## src/rtl/core/float_power_by_squaring_top_macros.svh

```systemverilog
// assertion macros for the power-by-squaring controller rtl
// no dependencies; the including module provides clk and rst_n
`ifndef FLOAT_POWER_BY_SQUARING_TOP_MACROS_SVH
`define FLOAT_POWER_BY_SQUARING_TOP_MACROS_SVH

// same-cycle implication, off while in reset
`define FPBS_ASSERT_NOW(label, cond, prop, msg) \
    label: assert property (@(posedge clk) disable iff (!rst_n) (cond) |-> (prop)) \
        else $error(msg);

// next-cycle implication, off while in reset
`define FPBS_ASSERT_NEXT(label, cond, prop, msg) \
    label: assert property (@(posedge clk) disable iff (!rst_n) (cond) |=> (prop)) \
        else $error(msg);

`endif

```

## src/rtl/core/fpbs_pkg.sv

```systemverilog
// shared types and constants for the power-by-squaring block
// no dependencies
package fpbs_pkg;

    // binary64 field widths and internal datapath widths
    localparam int MANT_W    = 53;
    localparam int PROD_W    = 106;
    localparam int QUO_W     = 56;
    localparam int REM_W     = 54;
    localparam int EXPI_W    = 14;
    localparam int DIV_STEPS = 56;

    localparam logic [63:0] DBL_ONE  = 64'h3FF0_0000_0000_0000;
    localparam logic [63:0] DBL_QNAN = 64'h7FF8_0000_0000_0000;
    localparam logic [62:0] DBL_INF  = 63'h7FF0_0000_0000_0000;

    typedef enum logic [3:0] {
        C_IDLE,
        C_WR,
        C_CHK,
        C_SQW,
        C_AK,
        C_ARD,
        C_AW,
        C_ANX,
        C_REC,
        C_RW,
        C_OUT
    } ctrl_state_t;

    typedef enum logic [2:0] {
        F_IDLE,
        F_NORM,
        F_MUL,
        F_DIV,
        F_PREP,
        F_SHIFT,
        F_ROUND,
        F_DONE
    } fpu_state_t;

    typedef enum logic {
        FOP_MUL,
        FOP_DIV
    } fpu_op_t;

    typedef enum logic [1:0] {
        SEL_SQ,
        SEL_ACC,
        SEL_RECIP
    } opsel_t;

    typedef struct packed {
        logic   load;
        logic   wr_sq;
        logic   take_sq;
        logic   acc_init;
        logic   k_dec;
        logic   fpu_start;
        opsel_t sel;
        logic   take_acc;
        logic   out_load;
    } ctrl_cmd_t;

    typedef struct packed {
        logic more_bits;
        logic bit_k;
        logic k_zero;
        logic neg;
        logic fpu_done;
    } ctrl_stat_t;

endpackage

```

## src/rtl/core/fpbs_ctrl.sv

```systemverilog
// controller: sequences squarings, accumulate multiplies and reciprocal
// depends on fpbs_pkg and the assertion macro header
`include "float_power_by_squaring_top_macros.svh"

module fpbs_ctrl (
    input  logic                 clk,
    input  logic                 rst_n,
    input  logic                 in_valid,
    output logic                 in_ready,
    output logic                 out_valid,
    input  logic                 out_ready,
    input  fpbs_pkg::ctrl_stat_t stat,
    output fpbs_pkg::ctrl_cmd_t  cmd
);

    import fpbs_pkg::*;

    ctrl_state_t state_reg, state_next;
    logic        out_valid_reg, out_valid_next;

    // state and output valid registers
    always_ff @(posedge clk or negedge rst_n)
    begin
        if (!rst_n)
        begin
            state_reg     <= C_IDLE;
            out_valid_reg <= 1'b0;
        end
        else
        begin
            state_reg     <= state_next;
            out_valid_reg <= out_valid_next;
        end
    end

    // next state and commands
    always_comb
    begin
        state_next = state_reg;
        in_ready   = 1'b0;
        cmd        = '0;
        cmd.sel    = SEL_SQ;
        unique case (state_reg)
            C_IDLE:
            begin
                in_ready = 1'b1;
                if (in_valid)
                begin
                    cmd.load   = 1'b1;
                    state_next = C_WR;
                end
            end
            C_WR:
            begin
                cmd.wr_sq  = 1'b1;
                state_next = C_CHK;
            end
            C_CHK:
            begin
                if (stat.more_bits)
                begin
                    cmd.fpu_start = 1'b1;
                    cmd.sel       = SEL_SQ;
                    state_next    = C_SQW;
                end
                else
                begin
                    cmd.acc_init = 1'b1;
                    state_next   = C_AK;
                end
            end
            C_SQW:
            begin
                if (stat.fpu_done)
                begin
                    cmd.take_sq = 1'b1;
                    state_next  = C_WR;
                end
            end
            C_AK:
            begin
                state_next = stat.bit_k ? C_ARD : C_ANX;
            end
            C_ARD:
            begin
                cmd.fpu_start = 1'b1;
                cmd.sel       = SEL_ACC;
                state_next    = C_AW;
            end
            C_AW:
            begin
                cmd.sel = SEL_ACC;
                if (stat.fpu_done)
                begin
                    cmd.take_acc = 1'b1;
                    state_next   = C_ANX;
                end
            end
            C_ANX:
            begin
                if (stat.k_zero)
                begin
                    state_next = stat.neg ? C_REC : C_OUT;
                end
                else
                begin
                    cmd.k_dec  = 1'b1;
                    state_next = C_AK;
                end
            end
            C_REC:
            begin
                cmd.fpu_start = 1'b1;
                cmd.sel       = SEL_RECIP;
                state_next    = C_RW;
            end
            C_RW:
            begin
                cmd.sel = SEL_RECIP;
                if (stat.fpu_done)
                begin
                    cmd.take_acc = 1'b1;
                    state_next   = C_OUT;
                end
            end
            C_OUT:
            begin
                if (!out_valid_reg || out_ready)
                begin
                    cmd.out_load = 1'b1;
                    state_next   = C_IDLE;
                end
            end
            default:
            begin
                state_next = C_IDLE;
            end
        endcase
    end

    // output item valid
    always_comb
    begin
        if (cmd.out_load)
        begin
            out_valid_next = 1'b1;
        end
        else if (out_ready)
        begin
            out_valid_next = 1'b0;
        end
        else
        begin
            out_valid_next = out_valid_reg;
        end
    end

    assign out_valid = out_valid_reg;

    `FPBS_ASSERT_NOW(a_done_in_wait, stat.fpu_done, state_reg == C_SQW || state_reg == C_AW || state_reg == C_RW, "fp unit finished outside a wait state")
    `FPBS_ASSERT_NOW(a_no_overwrite, cmd.out_load, !out_valid_reg || out_ready, "result overwritten before taken")
    `FPBS_ASSERT_NEXT(a_accept_starts, in_valid && in_ready, state_reg == C_WR, "accepted item did not start")

endmodule

```

## config.mk

```make
export PLATFORM = sky130hd
export DESIGN_NAME = fpbs_ctrl
export DESIGN_NICKNAME = d
export VERILOG_FILES = /design/src/rtl/core/fpbs_pkg.sv /design/src/rtl/core/fpbs_ctrl.sv
export VERILOG_INCLUDE_DIRS = /design/src /design/src/rtl/core
export SDC_FILE = /design/constraint.sdc
export NUM_CORES = 1
export LEC_CHECK = 0
export ABC_AREA = 0
export BUFFER_PORTS_ARGS = -buffer_cell sky130_fd_sc_hd__buf_2
export CORE_UTILIZATION = 30
export CTS_BUF_LIST = sky130_fd_sc_hd__clkbuf_16
export DETAILED_ROUTE_END_ITERATION = 12
export PLACE_DENSITY = 0.6
export SLEW_MARGIN = 10
export SYNTH_ARGS = -nofsm -noshare
export SYNTH_HDL_FRONTEND = slang
export SYNTH_SLANG_ARGS = --single-unit
export TNS_END_PERCENT = 1
```

## constraint.sdc

```tcl
create_clock -name clk -period 2.9 [get_ports clk]
set_clock_uncertainty 0.15 [all_clocks]
set_input_delay 0.29 -clock clk [delete_from_list [all_inputs] [get_ports clk]]
set_output_delay 0.29 -clock clk [all_outputs]
set_load 0.01 [all_outputs]
```

==> results of run 1 <==
==> final timing paths <==
kind | startpoint | end | slack (ns) | cells after the start
setup / recovery | state_reg[1] | cmd[4] | 0.88 | 4
hold / removal | stat[2] | state_reg[3] | 0.17 | 3
setup reg to reg | state_reg[1] | state_reg[1] | 1.20 | 4
hold reg to reg | out_valid | out_valid | 0.38 | 2
max in group asynchronous | rst_n | state_reg[1] | 2.22 | 2
min in group asynchronous | rst_n | state_reg[0] | 0.25 | 2
==> per-layer routing <==
layer	up-vias	GRT usage, %	wire [microns]
met5	-	0	0
met2	14	22.12	539
li1	269	-	-
met3	2	5.417	52
met1	232	18.18	575
met4	0	7.500	18
==> cells by family (layout without fill, tap and decap cells) <==
family / Yosys count / in the layout / share of synthesized area, %
DFF: 5 / 5 / 24.39
and+or+nand+nor: 34 / 34 / 38.30
buffers and inverters: 7 / 27 / 8.534
xor gates and xnor gates: 1 / 1 / 1.708
AOI/OAI and AO/OA: 17 / 17 / 27.07
==> synth_stat cells <==
cell | count | area share (%)
a21oi_1 | 4 | 3.9
a32oi_1 | 1 | 1.7
and2_1 | 3 | 3.7
buf_2 | 1 | 0.97
buf_4 | 2 | 2.9
buf_6 | 1 | 2.2
clkbuf_2 | 1 | 0.97
dfrtp_1 | 5 | 24
inv_1 | 2 | 1.5
nand2_1 | 7 | 5.1
nand2b_1 | 3 | 3.7
nand2b_2 | 1 | 1.7
nand4bb_1 | 1 | 2.2
nor2_1 | 8 | 5.9
nor2b_1 | 3 | 3.7
nor3_1 | 2 | 2.0
nor3b_1 | 1 | 1.5
nor4_1 | 1 | 1.2
nor4_2 | 1 | 2.4
nor4b_1 | 1 | 1.7
o21a_1 | 1 | 1.5
o21ai_0 | 3 | 2.9
o21ai_1 | 1 | 0.97
o2bb2ai_2 | 1 | 2.9
o31ai_1 | 3 | 4.4
o32ai_1 | 1 | 1.7
o32ai_4 | 1 | 5.4
o41ai_1 | 1 | 1.7
or2b_1 | 1 | 1.5
or3b_4 | 1 | 2.2
xnor2_1 | 1 | 1.7
==> cell type report <==
class	count	area (sq um)	area share [%]
clock buffers	3	75.07	10.95
clock inverters	1	3.754	0.5474
inverters	2	7.507	1.095
multi-input cells	52	344.1	50.18
flip-flops and latches	5	125.1	18.25
well taps	16	20.02	2.920
repair buffers	21	110.1	16.06
==> layout by cell type (no fill, tap or decap), types with 2 or more instances in the layout <==
cell type and instances:
a21oi_1 4, and2_1 3, buf_2 20, clkbuf_16 3, dfrtp_1 5, inv_1 3
nand2_1 7, nand2b_1 3, nor2_1 8, nor2b_1 3, nor3_1 2, o21ai_0 3
o31ai_1 3
==> stage by stage <==
stage	area (sq um)	setup WS (ns)	hold WS, ns
2_1_floorplan	513.0	1.258	-0.1556
3_3_place_gp	596.8	1.159	-0.04267
3_5_place_dp	596.8	1.156	-0.04102
4_1_cts	685.7	0.9099	0.1695
5_1_grt	685.7	0.7817	0.1960
6_report	685.7	0.8808	0.1732
==> where the power goes <==
part	leakage [nW]	total [mW]	internal, mW	switching (mW)
clock	0.0423	0.224	0.179	0.0452
combinational	0.224	0.356	0.169	0.187
sequential	0.0623	0.201	0.0991	0.102
total	0.329	0.781	0.447	0.334
==> worst max-delay path: cells and delay by family, from the launching register on <==
family | cells | cell delay (ns)
flip-flops | 1 | 0.59
AO/OA/AOI/OAI | 2 | 0.31
AND/OR/NAND/NOR | 1 | 0.26
buffers and inverters | 1 | 0.18
==> results by group, run 1 <==
Outcome
  • Status: finished with violations
  • Failing checks: DRC

Synth
  • Cell variety after synth: 31
  • Netlist Area Pre-Place: 513.0 sq um
  • Synthesis warning total: 0
  • Post-synthesis net count: 73
  • Synth Instances: 64
  • Synth Register Bits: 5
  • Sequential share of the synthesized area: 24.39%
  • Mean Syn Cell Area: 8.016 sq um

Route
  • Vias: 517
  • Drt pass-1 iters: 8
  • Vias per inst: 5.170
  • DRT antenna net count: 0
  • Final WL: 1185 microns
  • Initial DRC count: 13
  • Post-detailed-route wirelength per cell: 11.85 microns
  • DRC Markers: 4

Global routing
  • Grt total ovfl: 0
  • First-pass GRT wire length: 2001 microns
  • Largest net degree at the start of global routing: 17
  • Number of global-route vias before repair: 457
  • Total track usage: 14.61%
  • Initial antenna violation count: 0

Die
  • Die Y-Extent: 43.35 microns
  • Die ar.: 0.001879 sq mm
  • Initial Util: 32.91%
  • Top Ports: 21
  • Die W: 43.35 microns
  • Core Rows: 14
  • Core region area: 0.001559 sq mm

Critical path
  • CP Capture Type: output pin
  • CP arrival: 1.58 ns
  • CP Max Fanout: 14
  • Crit-path max cell delay: 0.59 ns
  • Worst Path Required: 2.46 ns
  • Slowest cell on the critical path: dfrtp_1
  • Crit Path Category: reg2out
  • Startpoint types: flip-flop
  • Cell Chain, Critical Path: nor2b_1 > a21oi_1 > o32ai_1 > buf_2

Layout
  • Fillcell total: 151
  • Synth-to-Final Area Change: 33.66%
  • Layout cell share with drive strength beyond 1: 33.33%
  • Fin util: 43.98%
  • Final net count: 94
  • Post-route insts no fill: 100
  • Antenna cell count: 0
  • Max FFs per register: 4

Placed design
  • DP HPWL: 849.6 microns
  • RD Place Congestion: 0.7844
  • Port-buffer cells: 20
  • Dpl cells: 95

STA
  • RSZ-0062 raised after global routing: no
  • Final Setup Violations: 0
  • Peak Freq: 495.3 MHz
  • Slew Limit Fails: 0
  • Worst slew pin tran: 0.4938 ns
  • Slew margin rel.: 67.08%
  • Final period util: 69.63%
  • Setup TNS: 0 ns
  • Min Tclk post-route: 2.019 ns
  • Final Hold Violating Endpoints: 0

Power
  • Maximum vdd drop: 0.6761 mV
  • Leakage: 0.3287 nW
  • Total power: 0.7811 mW
  • Pwr/cell area: 1139 mW/mm^2

Clocking
  • CTS resizes: 0
  • Clock-pin slew on the worst setup and hold paths: 0.03 ns
  • Total CTS buffers: 3
  • Root buffer cell: clkbuf_16
  • Hold-fix buffers, CTS: 1
  • Post-CTS Repair Setup Buffers: 0
  • Clock sink count: 5
  • H-tree levels: 1
  • Clk Latency, worst-skew pair: 0.23 ns
  • CTS Buffer Depth: 2
  • CTS tree: yes

Hold path
  • Min-delay worst type: in2reg

Job
  • Max Cap Viol: 0
Power figures use the tool's default switching activity.
==> inputs of run 2 (changes only) <==
==> constraint.sdc (replaced) <==
create_clock -name clk -period 2.05 [get_ports clk]
set_clock_uncertainty 0.15 [all_clocks]
set_input_delay 0.205 -clock clk [delete_from_list [all_inputs] [get_ports clk]]
set_output_delay 0.205 -clock clk [all_outputs]
set_load 0.01 [all_outputs]
==> results by group, run 2 (same netlist as run 1, synthesis figures left out) <==
Outcome
  • Status: finished with violations (unchanged)
  • Failing checks: DRC (unchanged)

Clocking
  • Post-CTS Repair Setup Buffers: 0 (unchanged)
  • Total CTS buffers: 3 (unchanged)
  • CTS Buffer Depth: 2 (unchanged)
  • H-tree levels: 1 (unchanged)
  • CTS tree: yes (unchanged)
  • Clock-pin slew on the worst setup and hold paths: 0.03 ns (about the same)
  • Clk Latency, worst-skew pair: 0.22 ns (was 0.23 ns)
  • Root buffer cell: clkbuf_16 (unchanged)
  • Clock sink count: 5 (unchanged)

Power
  • Sequential power share: 25.5% (was 25.7%)
  • Total power: 1.097 mW (was 0.7811 mW)
  • Clock share of power: 28.5% (was 28.6%)
  • Maximum vdd drop: 0.8763 mV (was 0.6761 mV)
  • Power share of the combinational group: 46.0% (was 45.6%)
  • Pwr/cell area: 1600 mW/mm^2 (was 1139 mW/mm^2)
  • Leakage: 0.3287 nW (unchanged)
  • Internal: 0.6322 mW (was 0.4470 mW)
  • Net Sw Power: 0.4648 mW (was 0.3341 mW)
  • Switching share of total power: 42.37% (was 42.77%)

STA
  • Setup slack after layout: 0.1590 ns (was 0.8808 ns)
  • Slew Limit Fails: 0 (unchanged)
  • Min Tclk post-route: 1.891 ns
  • RSZ-0062 raised after global routing: no (unchanged)
  • Peak Freq: 528.8 MHz
  • Final period util: 92.24%
  • Final Setup Violations: 0 (unchanged)
  • Worst slew pin tran: 0.4890 ns (was 0.4938 ns)
  • Setup TNS: 0 ns (unchanged)
  • Slew margin rel.: 67.40% (was 67.08%)
  • Final Hold Violating Endpoints: 0 (unchanged)

Global routing
  • First-pass GRT wire length: 1932 microns (was 2001 microns)
  • Number of global-route vias before repair: 486 (was 457)
  • Initial antenna violation count: 0 (unchanged)
  • Largest net degree at the start of global routing: 17 (unchanged)
  • Total track usage: 13.93% (was 14.61%)
  • Grt total ovfl: 0 (unchanged)

Layout
  • Max FFs per register: 4 (unchanged)
  • Final net count: 94 (unchanged)
  • Layout cell share with drive strength beyond 1: 33.33% (unchanged)
  • Post-route insts no fill: 100 (unchanged)
  • Multi-input gate area: 344.1 sq um (unchanged)
  • Most common cell after layout, fill and taps aside: buf_2 (unchanged)
  • FF+latch area: 125.1 sq um (unchanged)
  • Synth-to-Final Area Change: 33.66% (unchanged)
  • Design Area, Final: 685.7 sq um (unchanged)
  • Fillcell total: 161 (was 151)
  • Commonest non-fill, non-tap cells in the layout: buf_2, nor2_1, nand2_1 (unchanged)
  • Antenna cell count: 0 (unchanged)

Route
  • Initial DRC count: 12 (was 13)
  • Drt pass-1 iters: 8 (unchanged)
  • DRC Markers: 4 (unchanged)
  • Post-detailed-route wirelength per cell: 11.79 microns (was 11.85 microns)
  • Final WL: 1179 microns (was 1185 microns)
  • Vias: 539 (was 517)
  • DRT antenna net count: 0 (unchanged)
  • Vias per inst: 5.390 (was 5.170)

Critical path
  • Worst Path Required: 1.69 ns (was 2.46 ns)
  • Crit-path max cell delay: 0.63 ns (was 0.59 ns)
  • Slowest cell on the critical path: dfrtp_1 (unchanged)
  • Cell Chain, Critical Path: nand2b_2 > nor2_1 > o21a_1 > buf_2 (was nor2b_1 > a21oi_1 > o32ai_1 > buf_2)
  • Largest delay share family, worst path: flip-flops (unchanged)
  • Crit Path Category: reg2out (unchanged)
  • Crit path buf inv count: 1 (unchanged)
  • CP Max Fanout: 16 (was 14)
  • Startpoint types: flip-flop (unchanged)
  • CP Capture Type: output pin (unchanged)
  • CP arrival: 1.54 ns (was 1.58 ns)

Job
  • Max Cap Viol: 0 (unchanged)

Placed design
  • Post-Place Worst Slack: 0.3583 ns (was 1.156 ns)
  • Placed Area: 596.8 sq um (unchanged)
  • RD Place Congestion: 0.7972 (was 0.7844)
  • Port-buffer cells: 20 (unchanged)
  • DP HPWL: 860.6 microns (was 849.6 microns)
  • Dpl cells: 95 (unchanged)

Die
  • Die ar.: 0.001879 sq mm (unchanged)
  • Initial Util: 32.91% (unchanged)
  • Core Rows: 14 (unchanged)
  • Die Y-Extent: 43.35 microns (unchanged)
  • Top Ports: 21 (unchanged)
  • Core region area: 0.001559 sq mm (unchanged)
  • Die W: 43.35 microns (unchanged)

Hold path
  • Min-delay worst type: in2reg (unchanged)
## run 2: cell counts in the layout (fill, tap and decap cells not counted)
Identical to the previous run, type by type.
## run 2: tightest hold or removal path, cell delays in order
cell	delay [ns]
buf_2	0.11
nand2_1	0.05
nand2_1	0.07
## run 2: worst paths after layout
| path | start | end | slack, ns | cells past startpoint |
|---|---|---|---|---|
| min in group asynchronous | rst_n | out_valid | 0.17 | 2 |
| setup reg to reg | state_reg[3] | state_reg[0] | 0.34 | 4 |
| hold reg to reg | out_valid | out_valid | 0.38 | 2 |
| setup / recovery | state_reg[3] | cmd[1] | 0.16 | 4 |
| hold / removal | stat[2] | state_reg[3] | 0.10 | 3 |
| max in group asynchronous | rst_n | state_reg[2] | 1.45 | 2 |
## run 2: power groups by stage
stage | sequential, mW | combinational (mW) | clock, mW
after global placement | 0.282 | 0.499 | 0
after detailed placement | 0.281 | 0.501 | 0
after global routing | 0.297 | 0.554 | 0.332
final | 0.280 | 0.505 | 0.312
after CTS | 0.279 | 0.507 | 0.319
after floorplan | 0.190 | 0.492 | 0
## run 2: cell type report
class / instances / area share, %
multi-input combinational: 52 / 50.18
sequential: 5 / 18.25
timing repair buffer: 21 / 16.06
clock buffer: 3 / 10.95
tap: 16 / 2.920
inverter: 2 / 1.095
clock inverter: 1 / 0.5474
## run 2: per-layer routing
layer / part of all wire (%) / global-route usage (%)
met1: 45 / 16.41
met2: 52 / 23.03
met3: 3.6 / 3.750
met4: 0 / 7.500
met5: 0 / 0
## run 2: what timing repair did
item / CTS / global route
gates resized for setup: 0 / 0
hold buffers: 1 / 0
endpoints found under the hold margin: 5 / 0
## run 2: through the flow
step / hold WS [ns] / util, %
finish: 0.1043 / 43.98
global placement: -0.1253 / 38.28
floorplan: -0.2406 / -
CTS: 0.1033 / 43.98
global route: 0.1221 / 43.98
detailed placement: -0.1273 / 38.28
